**config.mk**
```make
export PLATFORM = sky130hd
export DESIGN_NAME = phrh_div
export DESIGN_NICKNAME = d
export VERILOG_FILES = /design/src/hdl/phrh_pkg.sv /design/src/hdl/phrh_div.sv
export SDC_FILE = /design/constraint.sdc
export NUM_CORES = 2
export LEC_CHECK = 0
export BUFFER_PORTS_ARGS = -buffer_cell sky130_fd_sc_hd__buf_2
export CELL_PAD_IN_SITES_DETAIL_PLACEMENT = 0
export CELL_PAD_IN_SITES_GLOBAL_PLACEMENT = 2
export CORE_UTILIZATION = 30
export CTS_BUF_LIST = sky130_fd_sc_hd__clkbuf_4
export DETAILED_ROUTE_END_ITERATION = 16
export PLACE_DENSITY_LB_ADDON = 0.12
export SLEW_MARGIN = 30
export SYNTH_ARGS = -nofsm -noshare
export SYNTH_HDL_FRONTEND = slang
export SYNTH_SLANG_ARGS = --single-unit
```
**constraint.sdc**
```tcl
create_clock -name i_clk -period 12.85 [get_ports i_clk]
set_input_delay 2.57 -clock i_clk [delete_from_list [all_inputs] [get_ports i_clk]]
set_output_delay 2.57 -clock i_clk [all_outputs]
set_load 0.1 [all_outputs]
```
**src/hdl/phrh_pkg.sv**
```systemverilog
// ---------------------------------------------------------------------------
// phrh_pkg
// Shared types and constants for the per-second rate history block.
// ---------------------------------------------------------------------------
`default_nettype none

package phrh_pkg;

    localparam int CHANNELS      = 16;
    localparam int HISTORY_DEPTH = 3600;

    localparam int CH_FIELD_W = 4;
    localparam int CH_FIELD_N = 2 ** CH_FIELD_W;
    localparam int NUM_CH     = (CHANNELS < CH_FIELD_N) ? CHANNELS : CH_FIELD_N;
    localparam int CH_IDX_W   = (NUM_CH > 1) ? $clog2(NUM_CH) : 1;

    localparam int REQ_W   = 2;
    localparam int TS_W    = 64;
    localparam int AGE_W   = 12;
    localparam int COUNT_W = 32;
    localparam int LEN_W   = 12;

    localparam int SLOT_W = $clog2(HISTORY_DEPTH);
    localparam int HELD_W = $clog2(HISTORY_DEPTH + 1);
    localparam int CALC_W = ((HELD_W > AGE_W) ? HELD_W : AGE_W) + 1;
    localparam int MEM_AW = CH_IDX_W + SLOT_W;

    localparam logic [TS_W-1:0] NS_PER_SEC = 64'd1000000000;

    // seconds = ((ns >> 9) * RECIP_MUL) >> 75, exact for every 64-bit ns
    localparam int QUO_W       = 35;
    localparam int MUL_W       = 32;
    localparam int RECIP_PRE   = 9;
    localparam int RECIP_N_W   = TS_W - RECIP_PRE;
    localparam int RECIP_SHIFT = 75;
    localparam int ACC_W       = RECIP_SHIFT + QUO_W;
    localparam logic [RECIP_N_W-1:0] RECIP_MUL = 55'h44B82FA09B5A53;
    localparam int DIV_STEPS   = 4;
    localparam int DIV_CNT_W   = $clog2(DIV_STEPS + 1);

    typedef enum logic [REQ_W-1:0] {
        REQ_EVENT = 2'd0,
        REQ_READ  = 2'd1,
        REQ_CLEAR = 2'd2
    } t_req_e;

    typedef struct packed {
        logic [REQ_W-1:0]      req_type;
        logic [CH_FIELD_W-1:0] channel;
        logic [TS_W-1:0]       timestamp_ns;
        logic [AGE_W-1:0]      age;
    } t_in_item;

    typedef struct packed {
        logic [COUNT_W-1:0] count;
        logic [LEN_W-1:0]   history_length;
        logic               entry_valid;
        logic               new_second;
    } t_out_item;

    typedef struct packed {
        logic            start;
        logic [TS_W-1:0] dividend;
    } t_div_req;

    typedef struct packed {
        logic             done;
        logic [QUO_W-1:0] quotient;
    } t_div_rsp;

    typedef enum logic {
        DIV_IDLE,
        DIV_RUN
    } t_div_state;

    typedef enum logic [3:0] {
        S_IDLE,
        S_DECODE,
        S_DIV,
        S_EVAL,
        S_FILL,
        S_PUSH,
        S_INCRD,
        S_READ,
        S_DONE
    } t_seq_state;

endpackage

`default_nettype wire

```
**src/hdl/phrh_div.sv**
```systemverilog
// ---------------------------------------------------------------------------
// phrh_div
// Nanosecond timestamp to whole seconds by reciprocal multiplication on one
// shared 32x32 multiplier, one partial product per cycle.
// ---------------------------------------------------------------------------
`default_nettype none

module phrh_div import phrh_pkg::*; (
    input  wire logic     i_clk,
    input  wire logic     i_rst_n,
    input  wire t_div_req i_req,
    output t_div_rsp      o_rsp
);

    t_div_state           r_state, n_state;
    logic [RECIP_N_W-1:0] r_num, n_num;
    logic [ACC_W-1:0]     r_acc, n_acc;
    logic [DIV_CNT_W-1:0] r_cnt, n_cnt;
    logic [MUL_W-1:0]     mul_a, mul_b;
    logic [2*MUL_W-1:0]   mul_p;
    logic [ACC_W-1:0]     addend;

    assign mul_a = r_cnt[1] ? MUL_W'(r_num[RECIP_N_W-1:MUL_W]) : r_num[MUL_W-1:0];
    assign mul_b = r_cnt[0] ? MUL_W'(RECIP_MUL[RECIP_N_W-1:MUL_W])
                            : RECIP_MUL[MUL_W-1:0];
    assign mul_p = mul_a * mul_b;

    always_comb begin
        case (r_cnt)
            DIV_CNT_W'(0): addend = ACC_W'(mul_p);
            DIV_CNT_W'(3): addend = ACC_W'({mul_p, {(2*MUL_W){1'b0}}});
            default:       addend = ACC_W'({mul_p, {MUL_W{1'b0}}});
        endcase
    end

    always_ff @(posedge i_clk) begin
        if (!i_rst_n) begin
            r_state <= DIV_IDLE;
            r_cnt   <= '0;
        end else begin
            r_state <= n_state;
            r_cnt   <= n_cnt;
        end
        r_num <= n_num;
        r_acc <= n_acc;
    end

    always_comb begin
        n_state        = r_state;
        n_num          = r_num;
        n_acc          = r_acc;
        n_cnt          = r_cnt;
        o_rsp.done     = 1'b0;
        o_rsp.quotient = r_acc[ACC_W-1:RECIP_SHIFT];
        case (r_state)
            DIV_IDLE: begin
                if (i_req.start) begin
                    n_num   = i_req.dividend[TS_W-1:RECIP_PRE];
                    n_acc   = '0;
                    n_cnt   = '0;
                    n_state = DIV_RUN;
                end
            end
            DIV_RUN: begin
                if (r_cnt != DIV_CNT_W'(DIV_STEPS)) begin
                    n_acc = r_acc + addend;
                    n_cnt = r_cnt + 1'b1;
                end else begin
                    o_rsp.done = 1'b1;
                    n_state    = DIV_IDLE;
                end
            end
            default: n_state = DIV_IDLE;
        endcase
    end

    a_cnt_bounded: assert property (@(posedge i_clk) disable iff (!i_rst_n)
        r_cnt <= DIV_CNT_W'(DIV_STEPS))
        else $error("step count beyond partial products");

    a_start_when_idle: assert property (@(posedge i_clk) disable iff (!i_rst_n)
        i_req.start |-> (r_state == DIV_IDLE))
        else $error("start while a conversion runs");

    a_done_after_steps: assert property (@(posedge i_clk) disable iff (!i_rst_n)
        o_rsp.done |-> (r_cnt == DIV_CNT_W'(DIV_STEPS)))
        else $error("done before every partial product");

endmodule

`default_nettype wire

```
==> results_dict.tcl <==
set metrics [dict create \
    cp.required_ps 13600 \
    hold_viol_final 0 \
    synth_area_leaders "fa_1 (26%), ha_1 (19%), edfxtp_1 (14%)" \
    avgRoutedWirePerCell_um 21.50 \
    worst-setup-path-type "flip-flop to flip-flop" \
    setup.worst_path.start_class "flip-flop" \
    path_max_fanout 15 \
    cts_resized 0 \
    synth_simple_gate_area_share_pct 11.69 \
    use_met3_pct 2.326 \
    n_fill_cell 12312 \
    cpMostUsedCell "fa_1" \
    grt_overflow 0 \
    outcome "completed" \
    ys_ff_latch 169 \
    max-slew-margin-rel_pct 37.10 \
    antenna_found_initial 3 \
    period_share_pct 94.28 \
    coreArea_um2 116700 \
    regArea_um2 5041 \
    chipHeight_um 346.0 \
    synth-adder-area-share_pct 45.02 \
    syn_area_per_cell_um2 9.075 \
    cp_slowest_cell "fa_1" \
    netlist_instances 3912 \
    cts_max_level 4 \
    io_pins 103 \
    num_vias 28419 \
    synth_top_area_share_pct 26.11 \
    slowest_delay_ps 570 \
    cp-end-kind "flip-flop" \
    worstMarginPinSlew_ps 943.4 \
    grt.met1_usage_pct 30.97 \
    drt_iter0_markers 1466 \
    rsz0062_at_grt "false" \
    synthXorXnorAreaFrac_pct 4.540 \
    busiest_layer "met2" \
    cap_violations 0 \
    clk_latency_ps 960 \
    cts_tree "built" \
    synth-main-ff-cell "edfxtp_1" \
    viasPerCell 4.715 \
    cts_buffers 17 \
    max_freq_mhz 82.55 \
    yosysWarnings 0 \
    grt_max_degree 89 \
    crit_arrival_ps 12860 \
    synth_edf_count 165 \
    finalCriticalPeriod_ps 12110 \
    synth_largest_area_cell "fa_1" \
    syn_area_um2 35500 \
    finalSetupViolCount 0 \
    dieArea_um2 119700 \
    async_flop_share_pct 0 \
    die_w_um 346.0 \
    final_cell_mix "inv_1 (711), buf_4 (596), ha_1 (535)" \
    cts.reportedPaths.clkPinSlew_ps 200 \
    hold_path.class "flip-flop to flip-flop" \
    synth_top_family_by_area "adder cells" \
    gr-usage-all-layers_pct 22.35 \
    post_cts_buffers 0 \
    grt_pass1_vias 30595 \
    synth_compound_area_share_pct 13.40 \
    fp-row-count 125 \
    drive_gt1_share_pct 17.05 \
    first_pass_iters 5 \
    clock_skew_ps 65.73 \
    slew_viol_final 0 \
    tns_ps 0 \
    nets 5547 \
    area_growth_pct 18.36 \
    routed_wl_um 129600 \
    root_buffer "clkbuf_4" \
    grt_pass1_wl_um 197700 \
    muxShareOfSynthArea_pct 1.033 \
    drcViolationCount 0 \
    multiInputGateArea_um2 27120 \
    cts_sinks 169 \
    gp_congestion 0.8577 \
    start_util_pct 30.43 \
    grt_use_met2_pct 37.00 \
    antenna_left 0 \
    clockBufferDepth 2 \
    r2r_slack_ps 740 \
    synth_cell_types 84 \
    layout_commonest_cell "inv_1" \
    postCtsHoldBufs 0 \
    seq_area_frac_synth_pct 14.18 \
    post-dp-hpwl_um 113700 \
    portBuffers 93 \
]
-- layer usage --
layer	up-vias	share of wire, %	wire length (µm)
met5	-	0	0
met3	100	2.4	3118
met4	0	2.5	3236
met1	13902	48	62060
li1	14029	-	-
met2	388	47	61150
-- kinds of logic after synthesis --
family | count (synthesis)
XOR/XNOR | 184
multiplexers | 36
other | 2
AND/OR/NAND/NOR | 840
flip-flops | 169
adder cells (fa/ha/maj) | 1000
AO/OA/AOI/OAI | 766
buffers and inverters | 915
-- state kept, by name, indices dropped and copies added (netlist names) --
| name | count |
|---|---|
| r_num | 55 |
| r_state | 1 |
| r_acc | 110 |
| r_cnt | 3 |
-- layout make-up --
class	instances	share of cell area, %
inverter	712	6.372
tap	1524	4.538
clock buffer	17	0.3037
antenna	10	0.05956
multi-input combinational	2890	64.55
timing repair buffer	692	11.90
sequential	169	12.00
clock inverter	13	0.2829
-- critical path: cells and delay by family (launching register included) --
kind / cells / cell delay [ps]
xor gates and xnor gates: 1 / 310
DFF: 1 / 540
muxes: 1 / 460
and+or+nand+nor: 9 / 2040
buffers and inverters: 6 / 1050
adders and majority gates: 10 / 4390
AOI/OAI and AO/OA: 14 / 3100
-- through the flow --
step	worst slack (ps)	cells	hold slack, ps	instance area (µm²)	utilization [%]
2_1_floorplan	1869	3974	490.2	35730	-
3_3_place_gp	671.5	5987	539.6	41740	35.78
3_5_place_dp	639.6	5987	558.9	41740	35.78
4_1_cts	583.6	6017	582.3	41990	35.99
5_1_grt	247.8	6023	652.7	42010	36.00
6_report	735.4	6027	579.0	42020	36.01
-- cell usage after synthesis, types with 37 or more instances --
| cell | count |
|---|---|
| nor2_1 | 175 |
| fa_1 | 463 |
| ha_1 | 535 |
| inv_1 | 712 |
| nand3_1 | 40 |
| clkbuf_1 | 152 |
| and2_1 | 121 |
| a21o_1 | 94 |
| buf_4 | 37 |
| nand2_1 | 267 |
| o21bai_1 | 52 |
| o21ai_0 | 160 |
| xnor2_1 | 125 |
| xor2_1 | 59 |
| nand4_1 | 73 |
| a21oi_1 | 248 |
| edfxtp_1 | 165 |
-- path summary, 6_finish.rpt --
kind                                from          to  depth (start not counted)
worst min register to register  r_cnt[2]    r_cnt[2]                          2
worst min-delay path            r_cnt[2]    r_cnt[2]                          2
worst max-delay path            r_cnt[1]  r_acc[107]                         41
worst max register to register  r_cnt[1]  r_acc[107]                         41
Power is not shown: default switching activity piles up to over one toggle a cycle in this logic, so the estimate is an artifact.
